--- src/rtl/pixdb_pkg.sv ---
// Package for the pixel window to byte mapper: item kinds, control word,
// register indexes and fixed constants. No dependencies.
`timescale 1ns / 1ps

package pixdb_pkg;

    // Width of the configuration register index.
    localparam int CFG_IDX_W = 3;

    // Register indexes on the configuration port.
    localparam logic [CFG_IDX_W-1:0] REG_WINDOW_LOW  = 3'd0;
    localparam logic [CFG_IDX_W-1:0] REG_WINDOW_HIGH = 3'd1;
    localparam logic [CFG_IDX_W-1:0] REG_LINEAR_GAIN = 3'd2;
    localparam logic [CFG_IDX_W-1:0] REG_LOG_GAIN    = 3'd3;
    localparam logic [CFG_IDX_W-1:0] REG_LOG_MODE    = 3'd4;
    localparam logic [CFG_IDX_W-1:0] REG_MARK_MODE   = 3'd5;

    // Gains are unsigned Q16.16.
    localparam int GAIN_W    = 32;
    localparam int GAIN_FRAC = 16;

    // Output limits.
    localparam logic [7:0] BYTE_MAX      = 8'd255;
    localparam logic [7:0] BYTE_MAX_MARK = 8'd254;
    localparam logic [7:0] BYTE_ZERO     = 8'd0;

    // Linear gain after reset is 1.0.
    localparam logic [GAIN_W-1:0] LINEAR_GAIN_RESET = 32'h0001_0000;

    // What the back end must do with a word.
    typedef enum logic [1:0] {
        KIND_ZERO,
        KIND_MARK,
        KIND_LIN,
        KIND_LOG
    } t_kind;

    // Control part of a classified word.
    typedef struct packed {
        t_kind kind;
        logic  lim254;
    } t_ctl;

    localparam int CTL_W = $bits(t_ctl);

endpackage

--- src/rtl/pixdb_front.sv ---
// Front end: compares each pixel with the window and decides how it is mapped.
// Depends on pixdb_pkg.
`timescale 1ns / 1ps

module pixdb_front #(
    parameter int PIXEL_WIDTH     = 32,
    parameter int PIXEL_FRAC_BITS = 16
) (
    input  logic signed [PIXEL_WIDTH-1:0] i_pixel,
    input  logic signed [PIXEL_WIDTH-1:0] i_window_low,
    input  logic signed [PIXEL_WIDTH-1:0] i_window_high,
    input  logic                          i_log_mode,
    input  logic                          i_mark_mode,
    output pixdb_pkg::t_ctl               o_ctl,
    output logic [PIXEL_WIDTH-1:0]        o_val
);

    localparam logic signed [PIXEL_WIDTH:0] ONE = (PIXEL_WIDTH+1)'(1) << PIXEL_FRAC_BITS;

    logic signed [PIXEL_WIDTH:0] diff;
    logic                        below, above;

    assign diff  = (PIXEL_WIDTH+1)'(i_pixel) - (PIXEL_WIDTH+1)'(i_window_low);
    assign below = i_pixel < i_window_low;
    assign above = i_pixel > i_window_high;

    // Classify the pixel; the value carries the positive operand for the back end.
    always_comb begin
        o_ctl.lim254 = i_mark_mode;
        o_ctl.kind   = pixdb_pkg::KIND_ZERO;
        o_val        = PIXEL_WIDTH'(diff);
        if (!i_log_mode) begin
            if (i_mark_mode && (below || above)) begin
                o_ctl.kind = pixdb_pkg::KIND_MARK;
            end else if (diff > 0) begin
                o_ctl.kind = pixdb_pkg::KIND_LIN;
            end
        end else begin
            o_val = i_pixel;
            if (i_mark_mode && above) begin
                o_ctl.kind = pixdb_pkg::KIND_MARK;
            end else if ((PIXEL_WIDTH+1)'(i_pixel) > ONE) begin
                o_ctl.kind = pixdb_pkg::KIND_LOG;
            end
        end
    end

endmodule

--- config.mk ---
export PLATFORM = sky130hd
export DESIGN_NAME = pixdb_front
export DESIGN_NICKNAME = d
export VERILOG_FILES = /design/src/rtl/pixdb_pkg.sv /design/src/rtl/pixdb_front.sv
export SDC_FILE = /design/constraint.sdc
export NUM_CORES = 1
export LEC_CHECK = 0
export ABC_AREA = 1
export BUFFER_PORTS_ARGS = -buffer_cell sky130_fd_sc_hd__clkbuf_2
export CORE_ASPECT_RATIO = 0.5
export CORE_UTILIZATION = 45
export DETAILED_ROUTE_END_ITERATION = 10
export PLACE_DENSITY = 0.81
export SETUP_SLACK_MARGIN = 0.2
export SYNTH_ARGS = -nofsm -noshare
export SYNTH_HDL_FRONTEND = slang
export SYNTH_SLANG_ARGS = --single-unit
export TNS_END_PERCENT = 50
--- constraint.sdc ---
create_clock -name vclk -period 2.62
set_clock_uncertainty 0.2 [all_clocks]
set_input_delay 0.262 -clock vclk [all_inputs]
set_output_delay 0.262 -clock vclk [all_outputs]
set_load 0.1 [all_outputs]
==> results of run 1 <==
-- per-layer routing --
layer | overflow | track usage, %
met5 | 0 | 23.7
met4 | 11 | 74.3
met3 | 0 | 61.6
met2 | 13 | 94.9
met1 | 0 | 74.6
-- through the flow --
stage / cells / instance area [um^2] / hold slack (ns) / setup WS [ns]
floorplan: 840 / 4510 / 0.536 / -0.190
global placement: 1249 / 7040 / 0.792 / -0.448
detailed placement: 1249 / 7040 / 0.793 / -0.475
CTS: 1262 / 7890 / 0.793 / -0.316
-- kinds of logic after synthesis --
logic type	synth area share (%)
simple gates	48.2
buf+inv	18.4
compound gates	12.0
fa+ha+maj	19.7
xor+xnor	1.68
-- synthesized netlist by cell type (8+ instances only) --
master	count	area (um^2)
nand2_2	8	50.1
nand3b_1	10	75.1
ha_1	64	801
nand4_1	13	81.3
a31oi_1	16	100
a21oi_1	41	205
nand2_1	297	1110
inv_1	185	694
nand3_1	36	180
o21ai_0	23	115
nor2_1	82	308
-- repair_timing --
action,4_1_cts
hold buffers,0
buffers inserted,13
resized for setup,150
endpoints found under the setup margin,30
pin swaps,52
==> flow_results.xml, run 1 <==
<?xml version="1.0" encoding="UTF-8"?>
<metrics>
  <group name="floorplan">
    <metric name="chipWidth" unit="um">138</metric>
    <metric name="placement_row_count" unit="">24</metric>
    <metric name="initial_core_util" unit="%">47.0</metric>
    <metric name="ioPinCount" unit="">133</metric>
    <metric name="die_h" unit="um">70.0</metric>
  </group>
  <group name="run_status">
    <metric name="outcome.stop_stage" unit="">5_1_grt</metric>
    <metric name="run_status" unit="">stopped before the end</metric>
    <metric name="run.stop_error" unit="">[ERROR GRT-0232] Routing congestion too high. Check the congestion heatmap in the GUI.</metric>
  </group>
  <group name="synthesis">
    <metric name="synthesis.area" unit="um^2">4170</metric>
    <metric name="ys_seq_area_share" unit="%">0</metric>
    <metric name="synth_nets" unit="">1003</metric>
    <metric name="post_synth_num_cell_types" unit="">36</metric>
    <metric name="synth.avg_cell_area" unit="um^2">4.96</metric>
    <metric name="synth-warning-count" unit="">0</metric>
    <metric name="postSynthCellCount" unit="">840</metric>
  </group>
  <group name="global_route">
    <metric name="grt_start_max_net_pins" unit="">29</metric>
    <metric name="globalRoute.totalOverflow" unit="">24</metric>
    <metric name="grt_usage" unit="%">75.6</metric>
  </group>
  <group name="placed_design">
    <metric name="hpwlAfterDp" unit="um">16100</metric>
    <metric name="gp_routability_congestion" unit="">1.00</metric>
    <metric name="numPortBuffers" unit="">133</metric>
  </group>
  <group name="timing">
    <metric name="postGrtWorstEndpoint" unit="">o_ctl[2]</metric>
    <metric name="worst-endpoint-pin-kind" unit="">top-level output</metric>
  </group>
</metrics>
==> inputs of run 2 (changes only) <==
--- a/config.mk
+++ b/config.mk
@@ -7,11 +7,9 @@
 export LEC_CHECK = 0
 export ABC_AREA = 1
 export BUFFER_PORTS_ARGS = -buffer_cell sky130_fd_sc_hd__clkbuf_2
-export CORE_ASPECT_RATIO = 0.5
-export CORE_UTILIZATION = 45
+export CORE_UTILIZATION = 30
 export DETAILED_ROUTE_END_ITERATION = 10
-export PLACE_DENSITY = 0.81
-export SETUP_SLACK_MARGIN = 0.2
+export PLACE_DENSITY_LB_ADDON = 0.15
 export SYNTH_ARGS = -nofsm -noshare
 export SYNTH_HDL_FRONTEND = slang
 export SYNTH_SLANG_ARGS = --single-unit
==> run 2 against run 1 <==
The flow now finishes, with violations (setup timing). Synthesized cell count stayed put. Synthesized area is the same.
==> flow_results.xml, run 2 <==
<?xml version="1.0" encoding="UTF-8"?>
<metrics>
  <group name="synthesis">
    <metric name="yosys-top-cells-area" unit="">nand2_1 (27%), ha_1 (19%), inv_1 (17%)</metric>
    <metric name="postSynthCellCount" unit="">840</metric>
    <metric name="synth_nets" unit="">1003</metric>
    <metric name="yosys.cell_count.top_type" unit="">nand2_1</metric>
    <metric name="synthesis.area" unit="um^2">4170</metric>
    <metric name="synth.cells.most_frequent" unit="">nand2_1 (297), inv_1 (185), nor2_1 (82)</metric>
    <metric name="synth-warning-count" unit="">0</metric>
    <metric name="yosysTopAreaCell" unit="">nand2_1</metric>
    <metric name="synthDominantCellAreaShare" unit="%">26.8</metric>
    <metric name="ys_seq_area_share" unit="%">0</metric>
    <metric name="post_synth_num_cell_types" unit="">36</metric>
    <metric name="synth.avg_cell_area" unit="um^2">4.96</metric>
  </group>
  <group name="worst_hold_path">
    <metric name="timing.hold.worst.start" unit="">i_pixel[13]</metric>
    <metric name="path_type_of_the_worst_min_delay_path" unit="">in2out</metric>
  </group>
  <group name="setup_path">
    <metric name="timing.critical_path.from" unit="">i_pixel[13]</metric>
    <metric name="cp_data_required_time" unit="ns">2.16</metric>
    <metric name="crit_slowest_cell" unit="">ha_4</metric>
    <metric name="worst-path-max-fanout" unit="">4</metric>
    <metric name="critPathMaxStageDelay" unit="ns">0.26</metric>
    <metric name="crit_type" unit="">in2out</metric>
    <metric name="critical_path.endpoint_type" unit="">output port</metric>
    <metric name="startpoint_type" unit="">primary input</metric>
    <metric name="crit_arrival" unit="ns">2.35</metric>
    <metric name="worstPathCellList" unit="">buf_2 -&gt; ha_4 -&gt; buf_4 -&gt; nand2_2 -&gt; inv_1 -&gt; nand2_1 -&gt; nand2_1 -&gt; a21oi_1 -&gt; nand2_2 -&gt; nand2_2 -&gt; nand3b_1 -&gt; nand2_1 -&gt; nand3_1 -&gt; nor2_1 -&gt; nand3_1 -&gt; nand2_1 -&gt; nand2_2 -&gt; buf_12</metric>
  </group>
  <group name="detailed_routing">
    <metric name="drt-vias-per-instance" unit="">4.65</metric>
    <metric name="routed-via-count" unit="">6032</metric>
    <metric name="first_drt_iteration_drcs" unit="">331</metric>
    <metric name="postRouteAntennaNets" unit="">0</metric>
    <metric name="remaining_drcs" unit="">0</metric>
    <metric name="detail_route.wirelength" unit="um">17400</metric>
    <metric name="routed_wire_length_per_instance" unit="um">13.5</metric>
    <metric name="detailed_routing_iterations_pass_1" unit="">5</metric>
  </group>
  <group name="timing">
    <metric name="layout_min_cycle_time" unit="ns">2.81</metric>
    <metric name="grt_setup_unrepaired" unit="">true</metric>
    <metric name="maxSlewViolCount" unit="">0</metric>
    <metric name="fmaxAchievable" unit="MHz">356</metric>
    <metric name="setup_viol" unit="">3</metric>
    <metric name="timing.slew.headroom" unit="%">64.3</metric>
    <metric name="min_period_over_period" unit="%">107</metric>
    <metric name="worst_slew_pin_slew" unit="ns">0.538</metric>
    <metric name="timing_hold_violations_final" unit="">0</metric>
    <metric name="post-route-worst-setup-slack" unit="ns">-0.191</metric>
  </group>
  <group name="floorplan">
    <metric name="placement_row_count" unit="">42</metric>
    <metric name="ioPinCount" unit="">133</metric>
    <metric name="initial_core_util" unit="%">31.1</metric>
    <metric name="die_h" unit="um">120</metric>
    <metric name="fp.dieArea" unit="um^2">14400</metric>
    <metric name="chipWidth" unit="um">120</metric>
    <metric name="fp.coreArea" unit="um^2">13400</metric>
  </group>
  <group name="finish">
    <metric name="flops_and_latches" unit="">0</metric>
    <metric name="antenna_cells_inserted" unit="">0</metric>
    <metric name="final_non_filler_cell_total" unit="">1297</metric>
    <metric name="mostFrequentLayoutCell" unit="">nand2_1</metric>
    <metric name="fillCellCount" unit="">1344</metric>
    <metric name="synthToLayoutAreaGrowth" unit="%">84.3</metric>
    <metric name="design.final.nets" unit="">1286</metric>
    <metric name="finalInstanceArea" unit="um^2">7680</metric>
    <metric name="post_route_cells_drive_above_1_share" unit="%">42.9</metric>
    <metric name="seq_area" unit="um^2">0</metric>
    <metric name="layout_common_cells" unit="">nand2_1 (250), inv_1 (170), buf_4 (157), clkbuf_2 (94), nor2_1 (58)</metric>
    <metric name="num-clock-buffers" unit="">0</metric>
  </group>
  <group name="global_route">
    <metric name="globalRoute.totalOverflow" unit="">0</metric>
    <metric name="number_of_antenna_violations_at_the_first_check_in_global_routing" unit="">0</metric>
    <metric name="first_pass_grt_wire_length" unit="um">27400</metric>
    <metric name="grt_start_max_net_pins" unit="">23</metric>
    <metric name="grt_pass1_vias" unit="">5767</metric>
    <metric name="grt_usage" unit="%">23.7</metric>
  </group>
  <group name="run_status">
    <metric name="failed_checks" unit="">setup timing</metric>
    <metric name="run_status" unit="">finished with violations</metric>
  </group>
  <group name="placed_design">
    <metric name="gp_routability_congestion" unit="">1.02</metric>
    <metric name="dpl.cell_count" unit="">1288</metric>
    <metric name="numPortBuffers" unit="">133</metric>
    <metric name="dpl_cell_area" unit="um^2">6780</metric>
    <metric name="hpwlAfterDp" unit="um">15000</metric>
  </group>
  <group name="power_and_ir_drop">
    <metric name="ir_worst_vdd" unit="mV">0.187</metric>
    <metric name="power.static_leakage" unit="uW">0.00431</metric>
    <metric name="power_density" unit="nW/um^2">317</metric>
  </group>
  <group name="flow_run">
    <metric name="maximum_capacitance_violations" unit="">0</metric>
  </group>
</metrics>
[run 2: cell counts after synthesis]
No cell type changed its count.
[run 2: layer usage]
metal	global-route usage, %	wire, um
met4	2.03	167
met3	0.618	1030
met2	39.6	7820
met5	0	0
met1	34.9	8430
[run 2: logic make-up after synthesis]
kind of cell             count (synthesis)  share of synthesized area (%)
XOR/XNOR                                 8                           1.68
adder cells (fa/ha/maj)                 65                           19.7
buffers and inverters                  203                           18.4
AND/OR/NAND/NOR                        473                           48.2
AO/OA/AOI/OAI                           91                           12.0
[run 2: path summary, 6_finish.rpt]
path               endpoint  cells after the start
setup / recovery   o_ctl[2]                     18
hold / removal    o_val[13]                      4
[run 2: layout make-up]
cell class	count	area (um^2)	area share [%]
inverters	194	733	9.55
multi-input cells	637	4350	56.7
well taps	176	220	2.87
repair buffers	290	2370	30.9
[run 2: metrics by stage]
step,setup slack [ns],total power (uW),TNS [ns],hold WS (ns),utilization (%)
6_report,-0.191,2440,-0.417,0.802,57.3
5_1_grt,-0.345,2610,-1.32,0.825,57.3
4_1_cts,-0.254,2270,-0.459,0.804,53.2
3_5_place_dp,-0.407,2170,-1.70,0.804,50.6
3_3_place_gp,-0.411,2170,-1.65,0.801,50.6
2_1_floorplan,-0.733,1250,-8.58,0.536,-
[run 2: power breakdown]
part	switching, uW	total, uW	leakage [uW]	internal [uW]
Sequential	0	0	0	0
Clock	0	0	0	0
Combinational	1440	2440	0.00431	994
[run 2: repair_timing]
action,in CTS,in global routing
hold buffers,0,0
setup buffers,1,9
pin swaps,17,47
endpoints found under the setup margin,16,22
gates resized for setup,60,131
[run 2: worst max-delay path, delay by kind of cell]
family / cells / cell delay (ns)
buffers and inverters: 4 / 0.53
adder cells (fa/ha/maj): 1 / 0.26
AND/OR/NAND/NOR: 12 / 1.05
AO/OA/AOI/OAI: 1 / 0.25
Power figures use the tool's default switching activity.
