File: src/rtl/pixdb_fifo.sv
// Small register queue used between the front and back ends and at the output.
// Depends on nothing.
`timescale 1ns / 1ps

module pixdb_fifo #(
    parameter int W     = 8,
    parameter int DEPTH = 4
) (
    input  logic         i_clk,
    input  logic         i_rst_n,
    input  logic         i_push,
    input  logic [W-1:0] i_data,
    output logic         o_full,
    input  logic         i_pop,
    output logic [W-1:0] o_data,
    output logic         o_empty
);

    localparam int AW = (DEPTH > 1) ? $clog2(DEPTH) : 1;
    localparam int CW = $clog2(DEPTH + 1);

    logic [W-1:0]  r_mem [DEPTH];
    logic [AW-1:0] r_wr_ptr, n_wr_ptr;
    logic [AW-1:0] r_rd_ptr, n_rd_ptr;
    logic [CW-1:0] r_count, n_count;
    logic          do_push, do_pop;

    assign o_full  = (r_count == CW'(DEPTH));
    assign o_empty = (r_count == '0);
    assign o_data  = r_mem[r_rd_ptr];
    assign do_push = i_push && !o_full;
    assign do_pop  = i_pop && !o_empty;

    // Pointer and count update with wrap at the depth.
    always_comb begin
        n_wr_ptr = r_wr_ptr;
        n_rd_ptr = r_rd_ptr;
        n_count  = r_count;
        if (do_push) begin
            n_wr_ptr = (r_wr_ptr == AW'(DEPTH - 1)) ? '0 : r_wr_ptr + 1'b1;
        end
        if (do_pop) begin
            n_rd_ptr = (r_rd_ptr == AW'(DEPTH - 1)) ? '0 : r_rd_ptr + 1'b1;
        end
        if (do_push && !do_pop) begin
            n_count = r_count + 1'b1;
        end else if (do_pop && !do_push) begin
            n_count = r_count - 1'b1;
        end
    end

    always_ff @(posedge i_clk) begin
        if (!i_rst_n) begin
            r_wr_ptr <= '0;
            r_rd_ptr <= '0;
            r_count  <= '0;
        end else begin
            r_wr_ptr <= n_wr_ptr;
            r_rd_ptr <= n_rd_ptr;
            r_count  <= n_count;
        end
    end

    // Storage for the queued words.
    always_ff @(posedge i_clk) begin
        if (do_push) begin
            r_mem[r_wr_ptr] <= i_data;
        end
    end

    // The fill count never passes the depth.
    a_count_range: assert property (@(posedge i_clk) disable iff (!i_rst_n)
        r_count <= CW'(DEPTH))
        else $error("queue count beyond depth");

    // A push alone raises the count by one.
    a_push_count: assert property (@(posedge i_clk) disable iff (!i_rst_n)
        (do_push && !do_pop) |=> (r_count == $past(r_count) + 1'b1))
        else $error("queue count not raised on push");

    // A pop alone frees a slot.
    a_pop_frees: assert property (@(posedge i_clk) disable iff (!i_rst_n)
        (do_pop && !do_push) |=> !o_full)
        else $error("queue still full after pop");

endmodule

File: config.mk
export PLATFORM = sky130hd
export DESIGN_NAME = pixdb_fifo
export DESIGN_NICKNAME = d
export VERILOG_FILES = /design/src/rtl/pixdb_fifo.sv
export SDC_FILE = /design/constraint.sdc
export NUM_CORES = 1
export LEC_CHECK = 0
export ABC_AREA = 1
export BUFFER_PORTS_ARGS = -buffer_cell sky130_fd_sc_hd__buf_2
export CAP_MARGIN = 30
export CORE_ASPECT_RATIO = 1.4
export CORE_MARGIN = 3
export CORE_UTILIZATION = 45
export CTS_CLUSTER_SIZE = 28
export DETAILED_ROUTE_END_ITERATION = 7
export HOLD_SLACK_MARGIN = 0.05
export PLACE_DENSITY = 0.67
export SLEW_MARGIN = 0
export SYNTH_ARGS = -nofsm -noshare
export SYNTH_HDL_FRONTEND = slang
export SYNTH_SLANG_ARGS = --single-unit
File: constraint.sdc
create_clock -name i_clk -period 4.45 [get_ports i_clk]
set_clock_uncertainty 0.2 [all_clocks]
set_input_delay 0.89 -clock i_clk [delete_from_list [all_inputs] [get_ports i_clk]]
set_output_delay 0.89 -clock i_clk [all_outputs]
set_load 0.01 [all_outputs]
# After elaboration in Yosys (flattened, before gate mapping)

Memories as Yosys holds them, arrays and structs flattened. A register that Yosys moved wholly into a read port is not among the register bits.
Cells that the tools add are included.

Flip-flop bits (word level): 7
Memory bits (writable): 32
Input port bits: 12
Memories: 1

$add $sub $neg: 4
Eq/ne operators: 3
Muxes and demuxes: 8
Reduce and logical (&&, ||, !) cells: 10

Memories:

| memory | words | width | read ports | clocked after Yosys merged registers in | wr ports | line | text |
|---|---|---|---|---|---|---|---|
| r_mem  | 4     | 8     | 1          | 1                                       | 1        | 22   | `logic [W-1:0] r_mem [DEPTH];` |

Operators with widths:

| kind                                              | number |
|---|---|
| two-way mux 2 bit                                 | 4 |
| two-way mux 3 bit                                 | 2 |
| adder 2 x 1 -> 2 bit (second input constant)      | 2 |
| equality test 2 bit (second input constant)       | 2 |
| logical AND 1 bit                                 | 4 |
| logical NOT 1 bit                                 | 4 |
| adder 3 x 1 -> 3 bit (second input constant)      | 1 |
| equality test 3 bit (second input constant)       | 1 |
| logical NOT 3 bit                                 | 1 |
| subtractor 3 x 1 -> 3 bit (second input constant) | 1 |
| two-way mux 1 bit                                 | 2 |
| nonzero test 2 bit                                | 1 |

# Logic depth before layout (Yosys ltp)

Gate-level depths: netlist (run 1).

Word-level depth: 7
Depth in mapped cells: 13
Mapped depth without buffers: 13

# Worst setup path before layout (run 1)

No wires, ideal clock.

Path type: input port to flip-flop
From: in i_push
To: reg r_count[1]
Library setup time: 0.116 ns
Arrival: 1.893 ns
Required time: 4.134 ns
Slack: 2.242 ns
Stages on the path: 7
Cell sequence: nand2_2 inv_1 ha_1 inv_1 fa_1 o21ai_0 nor2_1

Elaborated cells between the ends (all ways): 6
Classes of those cells: 1 x mux; 5 x reduce/logical

RTL lines:

| item                   | line | text |
|---|---|---|
| start: declaration     | 11   | `input logic i_push,` |
| logical AND 1 bit      | 31   | `assign do_push = i_push && !o_full;` |
| net do_push            | 26   | `logic do_push, do_pop;` |
| logical AND 1 bit      | 45   | `if (do_push && !do_pop) begin` |
| two-way mux 3 bit      | 45   |  |
| net n_count[1]         | 25   | `logic [CW-1:0] r_count, n_count;` |
| end signal: assignment | 60   | `r_count <= n_count;` |
| end: declaration       | 25   |  |

The timed path passes the listed nets, and every way through them passes these cells.
A chain may end at the register's enable or synchronous reset.

==> results of run 1 <==
[cell type report]
type                    count  share of cell area, %
clock inverters             2                  0.525
multi-input cells          86                   24.0
well taps                  40                   2.62
inverters                  19                   3.74
flip-flops and latches     41                   59.8
clock buffers               6                   3.80
repair buffers             21                   5.51
[flip-flops by register name, indices dropped and copies added (netlist names), named ones only]
register  cells
r_count       3
r_rd_ptr      2
r_wr_ptr      2
r_mem        32
[cells in the mapped netlist, types with 2 or more instances]
cell type / instances / area, um^2
buf_6: 2 / 22.5
a21oi_1: 2 / 10.0
nand2_1: 14 / 52.6
edfxtp_1: 32 / 961
o21ai_0: 14 / 70.1
ha_1: 6 / 75.1
nor2_1: 33 / 124
o22ai_1: 8 / 50.1
inv_1: 18 / 67.6
dfxtp_1: 9 / 180
o21ai_2: 3 / 26.3
[critical path: stages, from the launching register on]
cell	delay (ps)
dfxtp_1	660
inv_2	250
o21ai_0	240
o22ai_1	110
buf_2	150
[routing by layer]
| metal | global-route usage, % | up-vias | share of wire (%) |
|---|---|---|---|
| met5 | 0 | - | 0 |
| met4 | 8.12 | 0 | 2.6 |
| met3 | 4.77 | 11 | 5.2 |
| met2 | 25.7 | 25 | 55 |
| met1 | 13.9 | 519 | 37 |
| li1 | - | 553 | - |
[worst max path at each step]
stage / from / to / slack (ps) / cells past startpoint
4_1_cts: register / o_data[0] / 1640 / 4
5_1_grt: register / o_data[3] / 1490 / 4
6_report: register / o_data[0] / 1660 / 4
3_5_place_dp: register / o_data[0] / 1960 / 4
3_3_place_gp: i_push / r_count[1]$_SDFFE_PN0P_ / 2040 / 8
2_1_floorplan: i_push / r_count[1]$_SDFFE_PN0P_ / 2240 / 7
[stage by stage]
stage | hold WS (ps) | total power [mW] | cell area (um^2) | instances
finish | 314 | 1.09 | 1910 | 215
global route | 333 | 1.17 | 1910 | 215
CTS | 319 | 1.10 | 1910 | 215
detailed placement | 308 | 0.880 | 1830 | 207
global placement | 301 | 0.858 | 1830 | 207
floorplan | 280 | 0.768 | 1690 | 148
[kinds of logic (layout without fill, tap and decap cells)]
logic type | after synthesis | after routing | share of synthesized area (%)
AOI/OAI and AO/OA | 28 | 28 | 9.53
adders and majority gates | 7 | 7 | 5.62
DFF | 41 | 41 | 67.4
buffers and inverters | 21 | 48 | 5.54
and+or+nand+nor | 51 | 51 | 11.9
[power by group through the flow]
stage	clock [mW]	combinational (mW)	sequential [mW]
after global placement	0	0.328	0.529
after CTS	0.231	0.348	0.525
after global routing	0.250	0.393	0.531
final	0.225	0.342	0.525
after detailed placement	0	0.347	0.533
after floorplan	0	0.253	0.514
==> flow_summary.json, run 1 <==
{
  "outcome": "finished, final reports clean",
  "syn_avg_cell_area_um2": 11.4,
  "fin_crit_ps": 2790,
  "pre_cts_slack_ps": 1960,
  "hp-class": "register to register",
  "rows": 25,
  "power_density_nw_per_um2": 572,
  "setup_tns_ps": 0,
  "drive_gt1_share_pct": 18.9,
  "die_w_um": 57.8,
  "min-delay-start": "r_count[0]$_SDFFE_PN0P_",
  "clock_sinks": 41,
  "reg2regPathDepth": 9,
  "cts_buffers": 5,
  "post_cts_buffers": 0,
  "p_comb_share_pct": 31.3,
  "holdPathStages": 2,
  "htree_levels": 2,
  "max_freq_mhz": 358,
  "finalCoreUtilization_pct": 54.5,
  "power.share.switching_pct": 34.7,
  "clock_path_buffers": 2,
  "path_class": "register to primary output",
  "hpwl_um": 2090,
  "die_h_um": 78.6,
  "wl_per_cell_um": 13.7,
  "power_switching_uw": 378,
  "crit_arrival_ps": 1700,
  "areaGrowthSynthToFinish_pct": 12.7,
  "gp_congestion": 0.717,
  "p_clk_share_pct": 20.6,
  "start_kind": "register",
  "synthArstFlopShare_pct": 0,
  "holdPathEnd": "r_count[0]$_SDFFE_PN0P_",
  "end_kind": "primary output",
  "setup_viol": 0,
  "synth_edf_count": 32,
  "p_leak_nw": 0.777,
  "rr_endpoint": "r_count[1]$_SDFFE_PN0P_",
  "relSlewSlack_pct": 46.0,
  "drt_iter0_drc": 31,
  "cts_tree": "done",
  "first_pass_iters": 4,
  "seqPwrFrac_pct": 48.1,
  "n_antenna_cell": 0,
  "viasPerCell": 5.15,
  "slew_viol_final": 0,
  "die_area_um2": 4540,
  "overflow": 0,
  "grt_pass1_vias": 1156,
  "wl_um": 2940,
  "antenna_found_initial": 0,
  "ys_seq_area_share_pct": 67.4,
  "synth_cell_types": 18,
  "synthCells": 148,
  "cp_data_required_time_ps": 3360,
  "fin_nets": 193,
  "layout_setup_ws_ps": 1660,
  "rsz0062_at_grt": "no",
  "ant_nets": 0,
  "syn_nets": 167,
  "drc": 0,
  "layout_commonest_cell": "nor2_1",
  "fillers": 315,
  "port_buffers": 21,
  "root_buffer": "clkbuf_8",
  "drv_cap": 0,
  "synth-main-ff-cell": "edfxtp_1",
  "grt_pass1_wl_um": 4880,
  "cts_hold_buf": 0,
  "r2r_slack_ps": 2380,
  "timing.final.crit_share_pct": 62.7,
  "grt_max_degree": 18,
  "worst_pin_slew_ps": 807,
  "path_clk_slew_ps": 70,
  "timing.final.hold_violations": 0,
  "io_pins": 22,
  "ff_latch_area_um2": 1140,
  "initial_core_util_pct": 48.3,
  "core_area_um2": 3500,
  "yosys_warnings": 0,
  "cts_resized": 0,
  "via_count": 1108,
  "reg2reg_from": "r_count[1]$_SDFFE_PN0P_",
  "path_max_fanout": 17,
  "ys_ff_latch": 41,
  "synth_area_um2": 1690,
  "globalRouteTotalUtil_pct": 14.3,
  "multiInputGateArea_um2": 458,
  "p_int_uw": 713,
  "final_cell_mix": "nor2_1 (33), edfxtp_1 (32), buf_2 (21), inv_1 (18)",
  "peakVddDrop_mv": 0.373,
  "clkLatencyLatePin_ps": 290
}
(Power assumes the default switching activity.)
==> inputs of run 2 (changes only) <==
--- a/config.mk
+++ b/config.mk
@@ -14,7 +14,7 @@
 export CTS_CLUSTER_SIZE = 28
 export DETAILED_ROUTE_END_ITERATION = 7
 export HOLD_SLACK_MARGIN = 0.05
-export PLACE_DENSITY = 0.67
+export PLACE_DENSITY = 0.69
 export SLEW_MARGIN = 0
 export SYNTH_ARGS = -nofsm -noshare
 export SYNTH_HDL_FRONTEND = slang
==> constraint.sdc (replaced) <==
create_clock -name i_clk -period 2.3 [get_ports i_clk]
set_clock_uncertainty 0.2 [all_clocks]
set_input_delay 0.46 -clock i_clk [delete_from_list [all_inputs] [get_ports i_clk]]
set_output_delay 0.46 -clock i_clk [all_outputs]
set_load 0.01 [all_outputs]
==> run 2 against run 1 <==
Effect of this change: sequential share of layout area is 1.3 points lower; count of clock-buffer cells in the layout rose by 2; register-to-register slack lost 2200 ps; total power up 97%; clock power increased by 91%; sequential power up 90%; sequential cell count unchanged; non-clock buffer count up 6; first-iteration DRC count rose by 55%; hold slack worse by 130 ps.
==> flow_summary.json, run 2 (same netlist as run 1, synthesis figures left out) <==
{
  "outcome": "finished, final reports clean",
  "p_leak_nw": 0.803,
  "p_clk_share_pct": 20.0,
  "setup_viol": 0,
  "peakVddDrop_mv": 0.619,
  "cts_hold_buf": 0,
  "via_count": 1119,
  "port_buffers": 21,
  "max_freq_mhz": 476,
  "globalRouteTotalUtil_pct": 15.1,
  "path_max_fanout": 7,
  "drv_cap": 0,
  "setup_tns_ps": 0,
  "fin_nets": 199,
  "wl_per_cell_um": 13.6,
  "grt_pass1_vias": 1137,
  "grt_max_degree": 17,
  "n_antenna_cell": 0,
  "path_class": "register to primary output",
  "max_stage_delay_ps": 480,
  "die_area_um2": 4540,
  "rows": 25,
  "timing.final.hold_violations": 0,
  "final_cell_mix": "nor2_1 (33), edfxtp_1 (32), buf_2 (21), inv_1 (18)",
  "clock_path_buffers": 2,
  "timing.final.crit_share_pct": 91.3,
  "drc": 0,
  "cp_data_required_time_ps": 1640,
  "overflow": 0,
  "ff_latch_area_um2": 1140,
  "largest_reg_flops": 32,
  "antenna_found_initial": 0,
  "core_area_um2": 3500,
  "first_pass_iters": 4,
  "layout_setup_ws_ps": 200,
  "slew_viol_final": 0,
  "ant_nets": 0,
  "clkLatencyLatePin_ps": 280,
  "pre_cts_slack_ps": 262,
  "power_density_nw_per_um2": 1100,
  "relSlewSlack_pct": 78.8,
  "cts_tree": "done",
  "regMostFlops": "r_mem",
  "worst_pin_slew_ps": 318,
  "hp-class": "input pin to register",
  "io_pins": 22,
  "power_switching_uw": 732,
  "htree_levels": 2,
  "end_kind": "primary output",
  "die_w_um": 57.8,
  "post_cts_buffers": 0,
  "root_buffer": "clkbuf_8",
  "initial_core_util_pct": 48.3,
  "grt_pass1_wl_um": 5070,
  "start_kind": "register",
  "crit_arrival_ps": 1440,
  "cts_buffers": 5,
  "clock_sinks": 41,
  "worstPathCellList": "buf_4, o21ai_0, o22ai_1, buf_2",
  "multiInputGateArea_um2": 458,
  "wl_um": 3010,
  "drive_gt1_share_pct": 20.4,
  "layout_commonest_cell": "nor2_1",
  "stdcell_count": 221,
  "viasPerCell": 5.06,
  "p_int_mw": 1.41,
  "fin_crit_ps": 2100,
  "seqPwrFrac_pct": 46.8,
  "areaGrowthSynthToFinish_pct": 15.2,
  "reg_top3": "r_mem x32, r_count x3",
  "post-place-cells": 213,
  "rsz0062_at_grt": "no",
  "path_clk_slew_ps": 70,
  "power.share.switching_pct": 34.1,
  "slowest_stage": "dfxtp_1",
  "hpwl_um": 2220,
  "p_comb_share_pct": 33.2,
  "gp_congestion": 0.739,
  "drt_iter0_drc": 48,
  "cts_resized": 0,
  "die_h_um": 78.6,
  "fillers": 309
}
[run 2: changes by cell type in the layout (fill, tap and decap cells not counted), sizes merged]
cell / change
buf: +6
clkbuf: +2
clkinv: -2
[run 2: area by class of cell]
class,count,area share (%)
Sequential cell,41,58.5
Clock buffer,8,4.11
Tap cell,40,2.57
Timing Repair Buffer,27,7.70
Inverter,19,3.66
Multi-Input combinational cell,86,23.5
[run 2: worst paths after layout]
check | slack, ps | end | from | cells past startpoint
worst max-delay path | 200 | o_data[3] | register | 4
worst min-delay path | 190 | r_mem[3][3]$_DFFE_PP_ | i_data[3] | 1
worst max register to register | 230 | r_count[1]$_SDFFE_PN0P_ | r_count[1]$_SDFFE_PN0P_ | 9
worst min register to register | 340 | r_count[0]$_SDFFE_PN0P_ | r_count[0]$_SDFFE_PN0P_ | 2
[run 2: power by group through the flow]
| stage | sequential, mW | combinational, mW | clock [mW] |
|---|---|---|---|
| 6_report | 1.00 | 0.712 | 0.429 |
| 3_3_place_gp | 1.01 | 0.680 | 0 |
| 5_1_grt | 1.02 | 0.823 | 0.484 |
| 2_1_floorplan | 0.995 | 0.490 | 0 |
| 3_5_place_dp | 1.02 | 0.716 | 0 |
| 4_1_cts | 1.01 | 0.719 | 0.447 |
[run 2: through the flow]
| step | power (mW) | hold WS [ps] | cell area, um^2 | util, % |
|---|---|---|---|---|
| 6_report | 2.15 | 186 | 1950 | 55.7 |
| 5_1_grt | 2.32 | 175 | 1950 | 55.7 |
| 4_1_cts | 2.17 | 170 | 1950 | 55.7 |
| 3_5_place_dp | 1.74 | 329 | 1870 | 53.4 |
| 3_3_place_gp | 1.69 | 289 | 1870 | 53.4 |
| 2_1_floorplan | 1.49 | 280 | 1690 | - |
[run 2: worst max-delay path: cells and delay by family, from the launching register on]
| kind | cells | cell delay, ps |
|---|---|---|
| AOI/OAI and AO/OA | 2 | 290 |
| buffers and inverters | 2 | 380 |
| DFF | 1 | 480 |
[run 2: per-layer routing]
metal	wire [um]	vias up	global-route usage (%)
met5	0	-	0
met4	55	0	6.26
met3	154	6	4.77
met2	1650	22	27.3
met1	1150	528	15.8
li1	-	563	-
==> inputs of run 3 (changes only) <==
--- a/config.mk
+++ b/config.mk
@@ -8,13 +8,15 @@
 export ABC_AREA = 1
 export BUFFER_PORTS_ARGS = -buffer_cell sky130_fd_sc_hd__buf_2
 export CAP_MARGIN = 30
+export CELL_PAD_IN_SITES_DETAIL_PLACEMENT = 2
+export CELL_PAD_IN_SITES_GLOBAL_PLACEMENT = 2
 export CORE_ASPECT_RATIO = 1.4
 export CORE_MARGIN = 3
-export CORE_UTILIZATION = 45
+export CORE_UTILIZATION = 33
 export CTS_CLUSTER_SIZE = 28
 export DETAILED_ROUTE_END_ITERATION = 7
 export HOLD_SLACK_MARGIN = 0.05
-export PLACE_DENSITY = 0.69
+export PLACE_DENSITY = 0.75
 export SLEW_MARGIN = 0
 export SYNTH_ARGS = -nofsm -noshare
 export SYNTH_HDL_FRONTEND = slang
==> run 3 against run 2 <==
Effect of this change: first-iteration DRC count decreased by 27%; utilization decreased by 16 points; count of clock-buffer cells in the layout decreased by 2; combinational power increased by 5.9%; sequential power about the same; design area increased by 1.3%; die area increased by 33%; wire length increased by 29%; final cell count increased by 10%; maximum frequency decreased by 5.8%; critical path type unchanged; largest power group unchanged.
==> flow_summary.json, run 3 (same netlist as run 1, synthesis figures left out) <==
{
  "clock_sinks": 41,
  "path_class": "register to primary output",
  "timing.final.hold_violations": 0,
  "rr_endpoint": "r_count[1]$_SDFFE_PN0P_",
  "min-delay-start": "i_data[0]",
  "drv_cap": 0,
  "reg2reg_from": "r_count[1]$_SDFFE_PN0P_",
  "final_cell_mix": "nor2_1 (33), edfxtp_1 (32), buf_2 (21), inv_1 (17), nand2_1 (14)",
  "clkLatencyLatePin_ps": 290,
  "ant_nets": 0,
  "grt_max_degree": 17,
  "worstPathCellList": "buf_4, o21ai_0, o22ai_1, buf_2",
  "cts_buffers": 5,
  "viasPerCell": 4.75,
  "setup_tns_ps": 0,
  "path_clk_slew_ps": 70,
  "overflow": 0,
  "die_w_um": 66.5,
  "cp_num_buf_inv": 2,
  "relSlewSlack_pct": 76.1,
  "n_antenna_cell": 0,
  "drt_iter0_drc": 35,
  "r2r_slack_ps": 180,
  "largest_reg_flops": 32,
  "stdcell_count": 244,
  "crit_family": "flip-flops",
  "rsz0062_at_grt": "no",
  "io_pins": 22,
  "first_pass_iters": 2,
  "timing.final.crit_share_pct": 96.9,
  "root_buffer": "clkbuf_8",
  "peakVddDrop_mv": 0.398,
  "setup_viol": 0,
  "drc": 0,
  "grt_pass1_wl_um": 6400,
  "pre_cts_slack_ps": 128,
  "holdPathStages": 1,
  "drive_gt1_share_pct": 21.7,
  "die_h_um": 90.7,
  "hp-class": "input pin to register",
  "max_freq_mhz": 449,
  "end_kind": "primary output",
  "layout_setup_ws_ps": 71.3,
  "hold_ws_ps": 185,
  "worst_pin_slew_ps": 357,
  "htree_levels": 2,
  "clock_path_buffers": 2,
  "regMostFlops": "r_mem",
  "layout_commonest_cell": "nor2_1",
  "path_max_fanout": 10,
  "cp_data_required_time_ps": 1640,
  "crit_arrival_ps": 1570,
  "post_cts_buffers": 0,
  "slew_viol_final": 0,
  "power_density_nw_per_um2": 1120,
  "outcome": "finished, final reports clean",
  "via_count": 1158,
  "p_leak_nw": 0.803,
  "fin_crit_ps": 2230,
  "port_buffers": 21,
  "die_area_um2": 6040,
  "start_kind": "register",
  "wl_um": 3890,
  "antenna_found_initial": 0,
  "cts_tree": "done",
  "reg2regPathDepth": 9,
  "hpwl_um": 2860,
  "post-place-cells": 236,
  "wl_per_cell_um": 15.9,
  "core_area_um2": 4920,
  "max_stage_delay_ps": 490,
  "globalRouteTotalUtil_pct": 14.5,
  "rows": 30,
  "slowest_stage": "dfxtp_1",
  "initial_core_util_pct": 34.4,
  "areaGrowthSynthToFinish_pct": 16.7,
  "gp_congestion": 0.756,
  "holdPathEnd": "r_mem[3][0]$_DFFE_PP_",
  "grt_pass1_vias": 1328,
  "fin_nets": 198,
  "reg_top3": "r_mem x32, r_count x3"
}
==> run 3: area by class of cell <==
| class | instances | area, um^2 |
|---|---|---|
| clock buffers | 6 | 72.6 |
| clock inverters | 2 | 10.0 |
| fillers | 529 | 2940 |
| inverters | 19 | 71.3 |
| multi-input cells | 86 | 458 |
| flip-flops and latches | 41 | 1140 |
| well taps | 64 | 80.1 |
| repair buffers | 26 | 143 |
==> run 3: stage by stage <==
step | utilization (%) | total power [mW] | area (um^2)
2_1_floorplan | - | 1.49 | 1690
3_3_place_gp | 38.5 | 1.71 | 1890
3_5_place_dp | 38.5 | 1.78 | 1890
4_1_cts | 40.2 | 2.24 | 1980
5_1_grt | 40.2 | 2.37 | 1980
6_report | 40.2 | 2.21 | 1980
==> run 3: what timing repair did <==
| action | in CTS | in global routing |
|---|---|---|
| setup endpoints to repair | 0 | 2 |
| gates resized for setup | 0 | 2 |
| hold buffers | 0 | 0 |
==> run 3: report_power, final <==
part	switching (mW)	internal [mW]
clock network	0.232	0.210
registers	0.0882	0.921
logic	0.480	0.274
==> run 3: how the worst max path moves through the flow <==
| stage | slack (ps) | end | depth (start not counted) | startpoint |
|---|---|---|---|---|
| after global routing | 0.5 | o_data[0] | 4 | register |
| after CTS | 50 | o_data[0] | 4 | register |
| final | 70 | o_data[0] | 4 | register |
| after global placement | 300 | r_count[1]$_SDFFE_PN0P_ | 9 | r_count[1]$_SDFFE_PN0P_ |
| after detailed placement | 130 | r_count[1]$_SDFFE_PN0P_ | 9 | r_count[1]$_SDFFE_PN0P_ |
| after floorplan | 410 | r_count[1]$_SDFFE_PN0P_ | 9 | r_count[1]$_SDFFE_PN0P_ |
==> run 3: routing by layer <==
metal / track usage (%) / share of wire [%] / wire, um / vias to the layer above
li1: - / - / - / 561
met1: 14.9 / 37 / 1440 / 571
met2: 27.2 / 59 / 2280 / 19
met3: 2.74 / 2.7 / 104 / 7
met4: 6.10 / 1.9 / 72 / 0
met5: 0 / 0 / 0 / -
